$ cat config.mk
export PLATFORM = sky130hd
export DESIGN_NAME = h2d_ctrl
export DESIGN_NICKNAME = d
export VERILOG_FILES = /design/src/h2d_pkg.sv /design/src/h2d_ctrl.sv
export SDC_FILE = /design/constraint.sdc
export NUM_CORES = 1
export LEC_CHECK = 0
export ABC_AREA = 1
export BUFFER_PORTS_ARGS = -buffer_cell sky130_fd_sc_hd__buf_2
export CELL_PAD_IN_SITES_DETAIL_PLACEMENT = 1
export CELL_PAD_IN_SITES_GLOBAL_PLACEMENT = 2
export CORE_MARGIN = 5
export CORE_UTILIZATION = 23
export CTS_BUF_LIST = sky130_fd_sc_hd__clkbuf_4
export DETAILED_ROUTE_END_ITERATION = 8
export HOLD_SLACK_MARGIN = 0.12
export PLACE_DENSITY = 0.92
export RECOVER_POWER = 25
export SLEW_MARGIN = 10
export SYNTH_ARGS = -nofsm -noshare
export SYNTH_HDL_FRONTEND = slang
export SYNTH_SLANG_ARGS = --single-unit
$ cat constraint.sdc
create_clock -name clk -period 3.2 [get_ports clk]
set_clock_uncertainty 0.05 [all_clocks]
set_input_delay 0.48 -clock clk [delete_from_list [all_inputs] [get_ports clk]]
set_output_delay 0.48 -clock clk [all_outputs]
set_load 0.05 [all_outputs]
$ cat src/h2d_pkg.sv
`timescale 1ns / 1ps
`default_nettype none

package h2d_pkg;

  // Field widths fixed by the interface.
  localparam int unsigned CMD_W   = 2;
  localparam int unsigned VAL_W   = 32;
  localparam int unsigned CNTB_W  = 7;
  localparam int unsigned IDX_W   = 6;
  localparam int unsigned SUM_W   = 48;
  localparam int unsigned TOT_W   = 32;
  localparam int unsigned CFG_IW  = 3;

  // Divider sizing: the quotient is below the bin count, so it fits in the
  // bin count width; the dividend is bin count times a 32-bit offset.
  localparam int unsigned QW      = CNTB_W;
  localparam int unsigned NUMW    = CNTB_W + VAL_W;

  // Commands.
  localparam logic [CMD_W-1:0] CMD_FILL  = 2'd0;
  localparam logic [CMD_W-1:0] CMD_WFILL = 2'd1;
  localparam logic [CMD_W-1:0] CMD_READ  = 2'd2;
  localparam logic [CMD_W-1:0] CMD_NONE  = 2'd3;

  // Configuration register indexes.
  localparam logic [CFG_IW-1:0] REG_X_LOW   = 3'd0;
  localparam logic [CFG_IW-1:0] REG_X_HIGH  = 3'd1;
  localparam logic [CFG_IW-1:0] REG_X_COUNT = 3'd2;
  localparam logic [CFG_IW-1:0] REG_Y_LOW   = 3'd3;
  localparam logic [CFG_IW-1:0] REG_Y_HIGH  = 3'd4;
  localparam logic [CFG_IW-1:0] REG_Y_COUNT = 3'd5;

  // Plain fill adds 1.0 in Q16.16.
  localparam logic signed [SUM_W-1:0] ONE_Q16 = 48'sd65536;
  localparam logic signed [SUM_W-1:0] SUM_MAX = {1'b0, {(SUM_W-1){1'b1}}};
  localparam logic signed [SUM_W-1:0] SUM_MIN = {1'b1, {(SUM_W-1){1'b0}}};
  localparam logic [TOT_W-1:0] TOT_MAX = {TOT_W{1'b1}};

  typedef struct packed {
    logic [CMD_W-1:0]        cmd;
    logic signed [VAL_W-1:0] x_sample;
    logic signed [VAL_W-1:0] y_sample;
    logic signed [VAL_W-1:0] weight;
    logic [IDX_W-1:0]        read_x_bin;
    logic [IDX_W-1:0]        read_y_bin;
  } h2d_in_t;

  typedef struct packed {
    logic signed [SUM_W-1:0] bin_value;
    logic                    hit;
    logic [IDX_W-1:0]        x_bin;
    logic [IDX_W-1:0]        y_bin;
    logic [TOT_W-1:0]        x_over_count;
    logic [TOT_W-1:0]        x_under_count;
    logic [TOT_W-1:0]        y_over_count;
    logic [TOT_W-1:0]        y_under_count;
  } h2d_out_t;

  // Controller to datapath commands.
  typedef struct packed {
    logic clear_wr;
    logic load;
    logic mul_x;
    logic mul_y;
    logic div_start;
    logic cap_x;
    logic cap_y;
    logic rd;
    logic finish;
  } h2d_cmd_t;

  // Datapath to controller status.
  typedef struct packed {
    logic clear_last;
    logic div_done;
    logic fill;
  } h2d_stat_t;

endpackage

`default_nettype wire

$ cat src/h2d_ctrl.sv
`timescale 1ns / 1ps
`default_nettype none

module h2d_ctrl (
  input  wire logic                clk,
  input  wire logic                rst,
  input  wire logic                start,
  output logic                     busy,
  input  wire h2d_pkg::h2d_stat_t  stat,
  output h2d_pkg::h2d_cmd_t        cmd
);

  localparam logic [3:0] S_CLEAR = 4'd0;
  localparam logic [3:0] S_IDLE  = 4'd1;
  localparam logic [3:0] S_XMUL  = 4'd2;
  localparam logic [3:0] S_XDS   = 4'd3;
  localparam logic [3:0] S_XDIV  = 4'd4;
  localparam logic [3:0] S_YMUL  = 4'd5;
  localparam logic [3:0] S_YDS   = 4'd6;
  localparam logic [3:0] S_YDIV  = 4'd7;
  localparam logic [3:0] S_ADDR  = 4'd8;
  localparam logic [3:0] S_DONE  = 4'd9;

  logic [3:0] state;
  logic [3:0] state_next;

  assign busy = (state != S_IDLE);

  // Next state and commands.
  always_comb begin
    state_next = state;
    cmd        = '0;
    unique case (state)
      S_CLEAR: begin
        cmd.clear_wr = 1'b1;
        if (stat.clear_last) state_next = S_IDLE;
      end
      S_IDLE: begin
        if (start) begin
          cmd.load   = 1'b1;
          state_next = S_XMUL;
        end
      end
      S_XMUL: begin
        cmd.mul_x  = 1'b1;
        state_next = stat.fill ? S_XDS : S_ADDR;
      end
      S_XDS: begin
        cmd.div_start = 1'b1;
        state_next    = S_XDIV;
      end
      S_XDIV: begin
        if (stat.div_done) begin
          cmd.cap_x  = 1'b1;
          state_next = S_YMUL;
        end
      end
      S_YMUL: begin
        cmd.mul_y  = 1'b1;
        state_next = S_YDS;
      end
      S_YDS: begin
        cmd.div_start = 1'b1;
        state_next    = S_YDIV;
      end
      S_YDIV: begin
        if (stat.div_done) begin
          cmd.cap_y  = 1'b1;
          state_next = S_ADDR;
        end
      end
      S_ADDR: begin
        cmd.rd     = 1'b1;
        state_next = S_DONE;
      end
      S_DONE: begin
        cmd.finish = 1'b1;
        state_next = S_IDLE;
      end
      default: begin
        state_next = S_IDLE;
      end
    endcase
  end

  always_ff @(posedge clk) begin
    if (rst) begin
      state <= S_CLEAR;
    end else begin
      state <= state_next;
    end
  end

endmodule

`default_nettype wire

After elaboration in Yosys (flattened, before gate mapping)
Index checks and enable logic that the tools add are counted.
- register bits: 4
- equality and inequality tests: 14
- multiplexer cells: 17
- reductions and logical operators: 3
- operators by type and width (kind ; count):
    $pmux W4 S9 ; 1
    $mux W4 ; 5
    $eq A4 B3 Y1 const B ; 4
    $mux W1 ; 11
    $eq A4 B2 Y1 const B ; 2
    $eq A4 B4 Y1 const B ; 2
    $ne A2 B2 Y1 const B ; 4
    $eq A4 B1 Y1 const B ; 1
    $logic_not A4 Y1 ; 1
    $ne A4 B1 Y1 const B ; 1
    $reduce_and A4 Y1 ; 1
    $reduce_or A2 Y1 ; 1

Logic depth before layout (Yosys ltp)
- depth after elaboration: 3
- depth in mapped cells: 8
- depth with buffers taken out: 8

Least setup slack after synthesis
OpenSTA, ideal clock, no wires.
- path type: register to output
- start point: reg state[0]
- end point: out cmd[0] (netlist bit)
- arrival time: 1684 ps
- slack: 986 ps
- cell stages (with the launch flop): 5
- cells stage by stage: dfxtp_1 inv_1 nor2_2 inv_1 nor3_1
- RTL lines (item ; line ; RTL):
    start: declaration ; h2d_ctrl.sv:24 ; logic [3:0] state;
    start signal: assignment ; h2d_ctrl.sv:90 ; state <= state_next;
    end: declaration ; h2d_ctrl.sv:10 ; output h2d_pkg::h2d_cmd_t cmd

==> reports/results.ini <==
[status]
status=complete, no violations

[die]
die_w_microns=49.0
die_y_microns=49.0
rows=14
core_sq_mm=0.00147
initial_utilization_pct=23.8
io_pins=16
die-area_sq_mm=0.00240

[detailed_routing]
wl_per_cell_microns=11.1
vias=439
ant_nets=0
routed_wl_microns=1070
drtPass1Iterations=2
drc=0
drtIter0Drc=5
vias_per_cell=4.57

[cts]
cts_buffers=3
cts-htree-levels=1
root_buffer=clkbuf_4
clk_pin_slew_worst_paths_ps=40
post_cts_buffers=0
ctsResizeCount=0
numClockSinks=4
cts_tree=yes
ctsLongestPathBuffers=2
clock_latency_ps=230
ctsHoldBuffers=0

[logic_synthesis]
ys_ff_latch=4
synth_top_cell_area_share_pct=22.9
synth.area.top_cells=dfxtp_1 (23%), nand2_1 (15%), inv_1 (12%)
postSynthCellCount=62
synth_seq_area_share_pct=22.9
avgSynthCellArea_sq_um=5.65
synth.distinct_cells=13
synthFlopType=dfxtp_1
async_flop_share_pct=0
synth_area_sq_um=350
synthTopCellsByCount=nand2_1 (14), inv_1 (11), nand3_1 (8), nor2_2 (5)
syn_nets=68
ys_warn_count=0
yosysMostFrequentCell=nand2_1
yosysTopAreaCell=dfxtp_1
synth_edf_count=0

[layout]
drive_gt1_share_pct=31.3
utilization_pct=31.5
diodes=0
largest_registers=state x4
regMostFlops=state
area_growth_pct=32.1
fin_nets=88
largest_reg_flops=4

[sta]
hold_violations=0
setup_tns_ps=0
timing.fmax_mhz=496
worst_slew_pin_slew_ps=447
period_share_pct=63.0
setup_viol=0
whs_ps=383
rsz0062_at_grt=no
relSlewSlack_pct=70.1
period_needed_ps=2020
slew_viol_final=0

[worst_hold_path]
min_from=rst
hold_depth=2
hold_path_end=state[3]$_SDFFE_PP0P_
hold_path.class=primary input to register

[critical_path]
rr_startpoint=state[2]$_SDFFE_PP0P_
endpoint_kind=output port
start_kind=register
path_buf_inv=2
path_delay_family=simple AND/OR/NAND/NOR gates
rr_worst_depth=5
r2r-end=state[3]$_SDFFE_PP0P_
r2r_setup_slack_ps=1840
worstPathCellList=nor2_1 -> nand3_1 -> inv_1 -> buf_2
cp_max_fo=6
path_class=register to output port
slowest_stage=nor2_1
crit_required_ps=2670
cp.arrival_ps=1490
slowest_delay_ps=390

[placement]
globalplace.congestion=0.771
hpwl_microns=945
io_buffer_count=15

[grt]
grt_pass1_vias=445
track_usage_pct=9.32
overflow=0
grt_pass1_wl_microns=1850
grt_max_degree=7
antenna_found_initial=0

[power]
leakagePower_nw=0.279
power_density_mw_per_mm2=504
peakVddDrop_mv=0.231

[run]
cap_violations=0

## metal layers
| metal | vias up | part of all wire [%] | track usage [%] |
|---|---|---|---|
| met4 | 0 | 0 | 2.69 |
| met5 | - | 0 | 0 |
| met3 | 0 | 4.7 | 4.28 |
| met1 | 194 | 47 | 10.4 |
| li1 | 236 | - | - |
| met2 | 9 | 48 | 15.7 |
## cells by family (layout without fill, tap and decap cells)
| kind of cell | Yosys count | in the layout | share of synthesized area [%] |
|---|---|---|---|
| and+or+nand+nor | 36 | 36 | 48.6 |
| AOI/OAI and AO/OA | 8 | 8 | 13.6 |
| buffers and inverters | 14 | 32 | 15.0 |
| DFF | 4 | 4 | 22.9 |
## placed cells by master, fill, tap and decap left out
| cell | Yosys | final |
|---|---|---|
| o211ai_1 | 3 | 3 |
| inv_2 | 3 | 3 |
| nor3_1 | 3 | 3 |
| dfxtp_1 | 4 | 4 |
| nor2_2 | 5 | 3 |
| inv_1 | 11 | 11 |
| nor2_1 | 4 | 6 |
| nand4_1 | 1 | 1 |
| nand3_2 | 1 | 1 |
| buf_2 | 0 | 15 |
| a21oi_1 | 3 | 3 |
| nand2_1 | 14 | 14 |
| nand3_1 | 8 | 8 |
| clkbuf_4 | 0 | 3 |
| o21ai_1 | 2 | 2 |
## metrics by stage
step	instances	total power [mW]	instance area [sq um]	setup WS (ps)
after floorplan	62	0.148	350	986
after global placement	93	0.173	445	1530
after detailed placement	93	0.175	445	1490
after CTS	96	0.238	468	1250
after global routing	96	0.252	463	1050
final	96	0.233	463	1180
## cell type report
type | count | area [sq um]
clock buffer | 3 | 22.5
timing repair buffer | 15 | 75.1
tap | 16 | 20.0
fill | 218 | 1010
sequential | 4 | 80.1
inverter | 14 | 52.6
multi-input combinational | 44 | 213
## worst register-to-register path, cell delays in order, from the launching register on
cell,delay [ps]
dfxtp_1,340
nor2_1,390
nand3_1,170
o211ai_1,200
nand2_1,70
nor2_1,80
## power by group
part           internal, mW  switching [mW]
clock network        0.0418          0.0188
registers            0.0549         0.00722
logic                0.0283          0.0824
## how the worst max path moves through the flow
stage | startpoint | to | slack, ps | cells after the start
global placement | state[1]$_SDFFE_PP0P_ | cmd[8] | 1530 | 4
floorplan | state[0]$_SDFFE_PP0P_ | cmd[0] | 990 | 4
detailed placement | state[0]$_SDFFE_PP0P_ | cmd[0] | 1490 | 5
global route | state[2]$_SDFFE_PP0P_ | cmd[6] | 1050 | 4
CTS | state[0]$_SDFFE_PP0P_ | cmd[0] | 1250 | 5
finish | state[2]$_SDFFE_PP0P_ | cmd[6] | 1180 | 4
Note: power is estimated with default switching activity, not from simulation.
